**src/design/lca_pkg.sv**
```systemverilog
package lca_pkg;

  localparam int MAX_COLS = 64;
  localparam int MAX_ROWS = 64;
  localparam int ROW_W    = $clog2(MAX_ROWS);
  localparam int SIZE_W   = 7;
  localparam int MASK_W   = 9;
  localparam int CFG_W    = 9;
  localparam int CIDX_W   = 2;
  localparam int CNT_W    = 4;

  localparam logic [SIZE_W-1:0] MAX_COLS_V = SIZE_W'(MAX_COLS);
  localparam logic [SIZE_W-1:0] MAX_ROWS_V = SIZE_W'(MAX_ROWS);
  localparam logic [ROW_W-1:0]  ROW_LAST   = ROW_W'(MAX_ROWS - 1);

  localparam logic [SIZE_W-1:0] COLS_RESET    = 7'd50;
  localparam logic [SIZE_W-1:0] ROWS_RESET    = 7'd50;
  localparam logic [MASK_W-1:0] SURVIVE_RESET = 9'b000001100;
  localparam logic [MASK_W-1:0] BIRTH_RESET   = 9'b000001000;

  localparam logic [CIDX_W-1:0] CFG_COLS    = 2'd0;
  localparam logic [CIDX_W-1:0] CFG_ROWS    = 2'd1;
  localparam logic [CIDX_W-1:0] CFG_SURVIVE = 2'd2;
  localparam logic [CIDX_W-1:0] CFG_BIRTH   = 2'd3;

  localparam logic [2:0] KIND_WRITE   = 3'd0;
  localparam logic [2:0] KIND_TOGGLE  = 3'd1;
  localparam logic [2:0] KIND_READ    = 3'd2;
  localparam logic [2:0] KIND_CLEAR   = 3'd3;
  localparam logic [2:0] KIND_ADVANCE = 3'd4;

  typedef struct packed {
    logic [2:0] kind;
    logic [5:0] col_index;
    logic [5:0] row_index;
    logic       write_value;
  } in_word_t;

  typedef struct packed {
    logic cell_value;
    logic out_of_range;
  } out_word_t;

  typedef enum logic [2:0] {
    ST_IDLE,
    ST_DISPATCH,
    ST_MODIFY,
    ST_ADV_FIRST,
    ST_ADV_FILL,
    ST_ADV_ROW,
    ST_DONE
  } lca_state_t;

  typedef struct packed {
    logic load_item;
    logic clear_grid;
    logic acc_modify;
    logic adv_first;
    logic adv_fill;
    logic adv_row;
    logic out_load;
  } lca_cmd_t;

  typedef struct packed {
    logic [2:0] kind;
    logic       in_grid;
    logic       row_last;
    logic       out_busy;
  } lca_stat_t;

endpackage

```
**src/design/lca_ctrl.sv**
```systemverilog
module lca_ctrl (
  input  logic              clk,
  input  logic              rst,
  input  logic              in_valid,
  output logic              in_stall,
  input  lca_pkg::lca_stat_t stat,
  output lca_pkg::lca_cmd_t  cmd
);
  import lca_pkg::*;

  lca_state_t state, state_next;

  always_ff @(posedge clk) begin
    if (rst) begin
      state <= ST_IDLE;
    end else begin
      state <= state_next;
    end
  end

  always_comb begin
    state_next = state;
    case (state)
      ST_IDLE: begin
        if (in_valid) begin
          state_next = ST_DISPATCH;
        end
      end
      ST_DISPATCH: begin
        case (stat.kind)
          KIND_WRITE, KIND_TOGGLE, KIND_READ:
            state_next = stat.in_grid ? ST_MODIFY : ST_DONE;
          KIND_ADVANCE: state_next = ST_ADV_FIRST;
          default:      state_next = ST_DONE;
        endcase
      end
      ST_MODIFY:    state_next = ST_DONE;
      ST_ADV_FIRST: state_next = ST_ADV_FILL;
      ST_ADV_FILL:  state_next = ST_ADV_ROW;
      ST_ADV_ROW: begin
        if (stat.row_last) begin
          state_next = ST_DONE;
        end
      end
      ST_DONE: begin
        if (!stat.out_busy) begin
          state_next = ST_IDLE;
        end
      end
      default: state_next = ST_IDLE;
    endcase
  end

  always_comb begin
    cmd      = '0;
    in_stall = 1'b1;
    case (state)
      ST_IDLE: begin
        in_stall      = 1'b0;
        cmd.load_item = in_valid;
      end
      ST_DISPATCH:  cmd.clear_grid = (stat.kind == KIND_CLEAR);
      ST_MODIFY:    cmd.acc_modify = 1'b1;
      ST_ADV_FIRST: cmd.adv_first  = 1'b1;
      ST_ADV_FILL:  cmd.adv_fill   = 1'b1;
      ST_ADV_ROW:   cmd.adv_row    = 1'b1;
      ST_DONE:      cmd.out_load   = !stat.out_busy;
      default:      cmd = '0;
    endcase
  end

endmodule

```
**config.mk**
```make
export PLATFORM = sky130hd
export DESIGN_NAME = lca_ctrl
export DESIGN_NICKNAME = d
export VERILOG_FILES = /design/src/design/lca_pkg.sv /design/src/design/lca_ctrl.sv
export SDC_FILE = /design/constraint.sdc
export NUM_CORES = 1
export LEC_CHECK = 0
export BUFFER_PORTS_ARGS = -buffer_cell sky130_fd_sc_hd__buf_2
export CORE_AREA = 3 3 40 42
export DETAILED_ROUTE_END_ITERATION = 6
export DIE_AREA = 0 0 43 45
export PLACE_DENSITY = 0.4
export SYNTH_ARGS = -nofsm -noshare
export SYNTH_HDL_FRONTEND = slang
export SYNTH_SLANG_ARGS = --single-unit
```
**constraint.sdc**
```tcl
create_clock -name clk -period 1.15 [get_ports clk]
set_input_delay 0.23 -clock clk [delete_from_list [all_inputs] [get_ports clk]]
set_output_delay 0.23 -clock clk [all_outputs]
set_load 0.01 [all_outputs]
```
==> results.yml, run 1 <==
setup_path:
  startpoint_type: "flip-flop"
  cp.required_ns: 0.92
  crit_type: "flip-flop to output pin"
  worst-path-max-fanout: 4
  worstPathArrival_ns: 1.15
  critPathCaptureType: "output pin"
clocking:
  cts.sink_count: 3
  hold_buffers: 0
  cts_tree: "built"
  cts_root_buf: "clkbuf_4"
  numCtsBuffers: 3
  cts-htree-levels: 1
  clkSlewWorstSetupHoldPaths_ns: 0.04
  insertion_delay_ns: 0.24
  clk_path_buf_depth: 2
detailed_routing:
  dr.pass1.iters: 4
  wl_um: 781
  wl_met1_um: 313
  top_layer: "met3"
  routedWlPerCell_um: 10.7
  routed_via_density: 4.53
  vias: 331
  drt-initial-drc-count: 5
  ant_nets: 0
  wl_met2_um: 400
  wl_met3_um: 66
  drc_errors: 0
pwr:
  p_sw_w: 0.000242
  sw_frac_of_total: 0.352
  power_frac_seq: 0.237
  total_leakage_power_nw: 0.228
  total_power_w: 0.000687
  intPower_w: 0.000445
  irDropWorstVdd_mv: 0.839
  pwr-share-clk: 0.277
  power_density_nw_per_um2: 1480
  combPwrFrac: 0.486
yosys:
  synth-seq-area-share: 0.255
  synth-async-reset-ratio: 0
  ys_ff_latch: 3
  ys.flop_type: "dfxtp_1"
  syn_avg_cell_area_um2: 7.35
  synth_top_area_frac: 0.255
  synth_fp_nets: 41
  synth_common_cells: "3 x dfxtp_1, 3 x nand2_1, 3 x nor2_1, 3 x nor3b_1"
  synthTopCellsByArea: "dfxtp_1 26%, nor3b_1 9.6%, nand2b_1 5.3%"
  synth_cell_types: 19
  syn_area_um2: 235
  netlist_instances: 32
  ys_warn_count: 0
  yosys.area.top_type: "dfxtp_1"
  synth_edf_count: 0
sta:
  finalWorstSetupSlack_ns: -0.230
  holdWs_ns: 0.196
  period_share: 1.20
  finalSetupViolCount: 8
  tightest_slew_ns: 0.219
  fin_crit_ns: 1.38
  rsz0062_at_grt: "true"
  fin_tns_setup_ns: -1.05
  hold_viol: 0
  maxSlewViolCount: 0
  max_slew_margin: 0.853
  clock_skew_ns: 0.00219
  fmax_mhz: 724
layout:
  finalNetCount: 68
  top_regs: "state (3)"
  synthToLayoutAreaGrowth_pct: 97.9
  antenna_cells: 0
  largest_register: "state"
  final_util: 0.362
  n_fill_cell: 148
  largest_reg_flops: 3
  drive_gt1_frac: 0.655
  fin_area_um2: 465
global_routing:
  grt_pass1_vias: 295
  overflow: 0
  antenna_found_initial: 0
  track_usage: 0.0916
  grt_pass1_wl_um: 1210
  grt_start_max_net_pins: 8
die:
  start_util: 0.183
  die_x_um: 43
  die_h_um: 45
  die_area_um2: 1940
  core.rowCount: 13
  core_um2: 1280
  ios: 17
place:
  gp_congestion: 0.701
  numPortBuffers: 16
  post_dp_cell_area_um2: 397
  dpl.hpwl_um: 572
flow_run:
  max_cap_viol_count: 0
status:
  status: "finished with violations"
  failed_checks: "negative setup slack"
min_path:
  holdCritPathClass: "input pin to flip-flop"
[area by class of cell]
cell class                      instances  area, um^2  area share
Clock buffer                            4        26.3      0.0565
Sequential cell                         3        65.1       0.140
Multi-Input combinational cell         25         191       0.411
Tap cell                               15        18.8      0.0403
Timing Repair Buffer                   24         156       0.336
Inverter                                2        7.51      0.0161
[power by group through the flow]
| stage | clock [W] | combinational (W) | sequential (W) |
|---|---|---|---|
| floorplan | 0 | 0.000177 | 0.000144 |
| global placement | 0 | 0.000304 | 0.000156 |
| detailed placement | 0 | 0.000300 | 0.000154 |
| CTS | 0.000197 | 0.000349 | 0.000161 |
| global route | 0.000215 | 0.000364 | 0.000167 |
| finish | 0.000190 | 0.000334 | 0.000163 |
[metrics by stage]
stage | setup slack [ns] | cells
finish | -0.230 | 73
global route | -0.281 | 73
CTS | -0.240 | 74
detailed placement | -0.0363 | 69
global placement | -0.0848 | 69
floorplan | -0.0522 | 32
[worst max-delay path: stages, from the launching register on]
cell and delay (ns):
dfxtp_2 0.33, or3_4 0.40, nor2_4 0.09, buf_6 0.10
[path summary, 6_finish.rpt]
check	slack, ns	startpoint	depth (start not counted)	endpoint
max	-0.23	state[1]	3	cmd[6]
min	0.20	rst	2	state[1]
max reg2reg	0.19	state[2]	3	state[0]
min reg2reg	0.55	state[1]	2	state[0]
[layer usage]
layer	vias to the layer above	global-route usage
met3	0	0.0717
li1	168	-
met5	-	0
met4	0	0.0361
met1	155	0.0964
met2	8	0.138
[layout by cell type (no fill, tap or decap), types with 2 or more instances in the layout]
cell,synthesis,layout
buf_2,2,14
buf_4,0,7
nor3b_2,0,3
nand2_1,3,3
clkbuf_4,0,3
buf_6,0,3
nor2_1,3,2
nand2b_1,2,2
a21oi_1,2,2
[logic make-up after synthesis]
logic type,after synthesis,synth area share
AOI/OAI and AO/OA,4,0.117
DFF,3,0.255
and+or+nand+nor,21,0.553
buffers and inverters,4,0.0745
[timing repair]
| action | 4_1_cts | 5_1_grt |
|---|---|---|
| gates resized for setup | 12 | 1 |
| endpoints found under the setup margin | 8 | 8 |
| pin swaps | 4 | 1 |
| setup buffers | 1 | 0 |
No activity file was read; power rests on OpenSTA's default activity.
==> run 2: changes to the inputs <==
--- a/config.mk
+++ b/config.mk
@@ -13,3 +13,4 @@
 export SYNTH_ARGS = -nofsm -noshare
 export SYNTH_HDL_FRONTEND = slang
 export SYNTH_SLANG_ARGS = --single-unit
+export TNS_END_PERCENT = 20
==> run 2 against run 1 <==
Compared with the run above: the run still ends with negative setup slack left; global-route usage unchanged; die area unchanged; register-to-register slack about the same; critical path depth unchanged; first-iteration DRC count unchanged; utilization unchanged; clock skew about the same; cell count unchanged; worst setup slack got worse by 0.00092 ns; wire length decreased by 0.77%; clock power about the same; total power decreased by 0.11%; critical path type unchanged; critical endpoint unchanged; highest routed layer unchanged.
==> results.yml, run 2 (same netlist as run 1, synthesis figures left out) <==
flow_run:
  max_cap_viol_count: 0
setup_path:
  worst-path-max-fanout: 4
  crit_chain: "or3_4, nor2_4, buf_6"
  worstPathArrival_ns: 1.15
  cp_slowest_stage_delay_ns: 0.40
  cp.required_ns: 0.92
  startpoint_type: "flip-flop"
  crit_type: "flip-flop to output pin"
  critPathSlowestCell: "or3_4"
  critPathCaptureType: "output pin"
layout:
  largest_reg_flops: 3
  finalNetCount: 68
  drive_gt1_frac: 0.655
  antenna_cells: 0
  layout_common_cells: "14 x buf_2, 7 x buf_4"
  n_fill_cell: 148
  mostFrequentLayoutCell: "buf_2"
  synthToLayoutAreaGrowth_pct: 97.9
  largest_register: "state"
  fin_area_um2: 465
  finalNonFillerCells: 73
  top_regs: "state (3)"
min_path:
  holdCritPathClass: "input pin to flip-flop"
global_routing:
  grt_start_max_net_pins: 8
  overflow: 0
  grt_pass1_wl_um: 1210
  antenna_found_initial: 0
  track_usage: 0.0916
  grt_pass1_vias: 291
sta:
  finalWorstSetupSlack_ns: -0.231
  rsz0062_at_grt: "true"
  holdWs_ns: 0.196
  hold_viol: 0
  finalSetupViolCount: 8
  fmax_mhz: 724
  fin_tns_setup_ns: -1.05
  period_share: 1.20
  max_slew_margin: 0.853
  maxSlewViolCount: 0
  tightest_slew_ns: 0.219
  fin_crit_ns: 1.38
  clock_skew_ns: 0.00217
die:
  core.rowCount: 13
  start_util: 0.183
  die_x_um: 43
  core_um2: 1280
  die_h_um: 45
  die_area_um2: 1940
  ios: 17
place:
  gp_congestion: 0.701
  numPortBuffers: 16
  post_dp_cell_area_um2: 397
  dpl.hpwl_um: 572
  place_inst: 69
pwr:
  irDropWorstVdd_mv: 0.797
  power_density_nw_per_um2: 1470
  total_leakage_power_nw: 0.228
clocking:
  hold_buffers: 0
  cts.sink_count: 3
  cts_root_buf: "clkbuf_4"
  cts_tree: "built"
  numCtsBuffers: 3
  cts-htree-levels: 1
  clk_path_buf_depth: 2
  insertion_delay_ns: 0.24
  clkSlewWorstSetupHoldPaths_ns: 0.04
status:
  failed_checks: "negative setup slack"
  status: "finished with violations"
detailed_routing:
  ant_nets: 0
  routedWlPerCell_um: 10.6
  routed_via_density: 4.55
  vias: 332
  drc_errors: 0
  dr.pass1.iters: 4
  drt-initial-drc-count: 5
  wl_um: 775
-- run 2: timing repair --
action	CTS	global route
endpoints found under the setup margin	8	8
endpoints found under the hold margin	0	0
setup buffers	0	0
pin swaps	3	0
resized for setup	12	0
-- run 2: cell type report --
class,count,area (um^2),share of cell area
multi-input cells,25,191,0.411
repair buffers,24,156,0.336
flip-flops and latches,3,65.1,0.140
clock buffers,4,26.3,0.0565
well taps,15,18.8,0.0403
inverters,2,7.51,0.0161
-- run 2: metal layers --
metal | wire (um) | share of wire | vias up | global-route usage
met2 | 390 | 0.50 | 8 | 0.138
met4 | 0 | 0 | 0 | 0.0361
met1 | 317 | 0.41 | 155 | 0.0964
li1 | - | - | 169 | -
met3 | 66 | 0.085 | 0 | 0.0717
met5 | 0 | 0 | - | 0
-- run 2: critical path, delay by kind of cell (launching register included) --
| family | cells | cell delay, ns |
|---|---|---|
| AND/OR/NAND/NOR | 2 | 0.49 |
| flip-flops | 1 | 0.33 |
| buffers and inverters | 1 | 0.10 |
-- run 2: power breakdown --
| group | switching, W | internal (W) |
|---|---|---|
| Sequential | 0.0000315 | 0.000131 |
| Clock | 0.0000600 | 0.000130 |
| Combinational | 0.000150 | 0.000183 |
| Total | 0.000241 | 0.000445 |
-- run 2: per-stage QoR --
step	power [W]	utilization	setup slack (ns)
detailed placement	0.000454	0.309	-0.0363
global placement	0.000460	0.309	-0.0848
CTS	0.000695	0.362	-0.241
global route	0.000746	0.362	-0.283
floorplan	0.000321	-	-0.0522
finish	0.000686	0.362	-0.231
-- run 2: final timing paths --
check | startpoint | endpoint | depth (start not counted) | slack (ns)
hold / removal | rst | state[1] | 2 | 0.20
setup reg to reg | state[2] | state[0] | 3 | 0.19
setup / recovery | state[1] | cmd[6] | 3 | -0.23
hold reg to reg | state[1] | state[0] | 2 | 0.56
==> run 3: changes to the inputs <==
--- a/config.mk
+++ b/config.mk
@@ -9,7 +9,7 @@
 export CORE_AREA = 3 3 40 42
 export DETAILED_ROUTE_END_ITERATION = 6
 export DIE_AREA = 0 0 43 45
-export PLACE_DENSITY = 0.4
+export PLACE_DENSITY = 0.38
 export SYNTH_ARGS = -nofsm -noshare
 export SYNTH_HDL_FRONTEND = slang
 export SYNTH_SLANG_ARGS = --single-unit
==> constraint.sdc (replaced) <==
create_clock -name clk -period 1.65 [get_ports clk]
set_input_delay 0.33 -clock clk [delete_from_list [all_inputs] [get_ports clk]]
set_output_delay 0.33 -clock clk [all_outputs]
set_load 0.01 [all_outputs]
==> run 3 against run 2 <==
Compared with the run above: the flow now finishes without violations; register-to-register slack better by 0.48 ns; cell count down 11%; sequential power down 22%; total power down 44%; die area unchanged; clock skew about the same; sequential cell count unchanged; non-clock buffer count down 8; utilization down 8.8 points; worst hold slack better by 0.097 ns; worst setup slack better by 0.35 ns.
==> results.yml, run 3 (same netlist as run 1, synthesis figures left out) <==
status:
  status: "finished, final reports clean"
setup_path:
  crit_chain: "or3_1, nor2_1, buf_2"
  r2r-start: "state[2]"
  cp_slowest_stage_delay_ns: 0.39
  path_buf_inv: 1
  r2r_setup_slack_ns: 0.67
  cpLargestDelayFamily: "simple AND/OR/NAND/NOR gates"
  crit_type: "flip-flop to output pin"
  critPathCaptureType: "output pin"
  cp.required_ns: 1.32
  worst-path-max-fanout: 11
  critPathSlowestCell: "or3_1"
  reg2reg_to: "state[2]"
  worstPathArrival_ns: 1.20
  startpoint_type: "flip-flop"
  rr_worst_depth: 3
layout:
  antenna_cells: 0
  layout_common_cells: "16 x buf_2, 3 x nor3b_1, 3 x nand2_1, 3 x nor2_1, 3 x clkbuf_4"
  largest_register: "state"
  n_fill_cell: 155
  mostFrequentLayoutCell: "buf_2"
  finalNonFillerCells: 65
  top_regs: "state (3)"
  synthToLayoutAreaGrowth_pct: 50.0
  register_area_um2: 62.6
  drive_gt1_frac: 0.460
  multi_input_area_um2: 158
  finalNetCount: 60
  largest_reg_flops: 3
detailed_routing:
  vias: 281
  ant_nets: 0
  routed_via_density: 4.32
  wl_um: 635
  drt-initial-drc-count: 3
  drc_errors: 0
  dr.pass1.iters: 2
  routedWlPerCell_um: 9.77
pwr:
  irDropWorstVdd_mv: 0.193
  sw_frac_of_total: 0.359
  power_density_nw_per_um2: 1090
  pwr-share-clk: 0.337
  total_leakage_power_nw: 0.176
  p_sw_w: 0.000138
  intPower_w: 0.000246
  power_frac_seq: 0.330
  combPwrFrac: 0.333
clocking:
  cts-htree-levels: 1
  cts_root_buf: "clkbuf_4"
  clkSlewWorstSetupHoldPaths_ns: 0.04
  post-cts-setup-buffers: 0
  cts.sink_count: 3
  numCtsBuffers: 3
  clk_path_buf_depth: 2
  insertion_delay_ns: 0.23
  cts_tree: "built"
sta:
  maxSlewViolCount: 0
  hold_viol: 0
  finalWorstSetupSlack_ns: 0.116
  finalSetupViolCount: 0
  max_slew_margin: 0.833
  clock_skew_ns: 0.00223
  fmax_mhz: 652
  fin_crit_ns: 1.53
  rsz0062_at_grt: "false"
  period_share: 0.929
  tightest_slew_ns: 0.250
  fin_tns_setup_ns: 0
global_routing:
  track_usage: 0.0823
  grt_pass1_wl_um: 1170
  grt_start_max_net_pins: 13
  overflow: 0
  grt_pass1_vias: 276
  antenna_found_initial: 0
place:
  dp_slack_ns: 0.302
  numPortBuffers: 16
  gp_congestion: 0.665
  place_inst: 61
min_path:
  holdPathStages: 2
  holdCritPathClass: "input pin to flip-flop"
  min_from: "rst"
  holdPathEnd: "state[1]"
die:
  core.rowCount: 13
  die_x_um: 43
  ios: 17
  die_h_um: 45
  core_um2: 1280
  die_area_um2: 1940
  start_util: 0.183
flow_run:
  max_cap_viol_count: 0
==> run 3: repair_timing <==
| item | 4_1_cts | 5_1_grt |
|---|---|---|
| setup endpoints to repair | 0 | 2 |
| hold buffers | 0 | 0 |
| resized for setup | 0 | 2 |
==> run 3: power by group through the flow <==
stage | sequential, W | combinational (W) | clock (W)
2_1_floorplan | 0.0000999 | 0.000107 | 0
3_3_place_gp | 0.000127 | 0.000132 | 0
3_5_place_dp | 0.000125 | 0.000129 | 0
4_1_cts | 0.000124 | 0.000130 | 0.000135
5_1_grt | 0.000133 | 0.000144 | 0.000142
6_report | 0.000127 | 0.000128 | 0.000129
==> run 3: final cells by class <==
class,instances,share of cell area
Inverter,2,0.0213
Multi-Input combinational cell,25,0.447
Sequential cell,3,0.177
Timing Repair Buffer,16,0.227
Tap cell,15,0.0532
Clock buffer,4,0.0745
==> run 3: worst reg2reg max path, stage by stage, from the launching register on <==
cell     delay [ns]
dfxtp_2        0.42
nor3_1         0.09
and3_1         0.18
nor4_1         0.20
==> run 3: worst max path at each step <==
stage | cells past startpoint | to | slack [ns] | from
floorplan | 3 | cmd[6] | 0.26 | state[1]
global placement | 3 | cmd[6] | 0.29 | state[1]
detailed placement | 3 | cmd[6] | 0.30 | state[1]
CTS | 3 | cmd[6] | 0.05 | state[1]
global route | 3 | cmd[1] | 0.02 | state[0]
finish | 3 | cmd[6] | 0.12 | state[1]
==> run 3: through the flow <==
step	hold slack (ns)	instance area, um^2	power [W]	utilization
floorplan	0.399	235	0.000207	-
global placement	0.548	324	0.000259	0.252
detailed placement	0.540	324	0.000254	0.252
CTS	0.295	350	0.000388	0.273
global route	0.299	353	0.000418	0.275
finish	0.294	353	0.000383	0.275
==> run 3: per-layer routing <==
| layer | routed length (um) | up-vias | global-route usage |
|---|---|---|---|
| li1 | - | 149 | - |
| met1 | 328 | 116 | 0.115 |
| met2 | 248 | 14 | 0.108 |
| met3 | 42 | 2 | 0.0120 |
| met4 | 15 | 0 | 0.0723 |
| met5 | 0 | - | 0 |
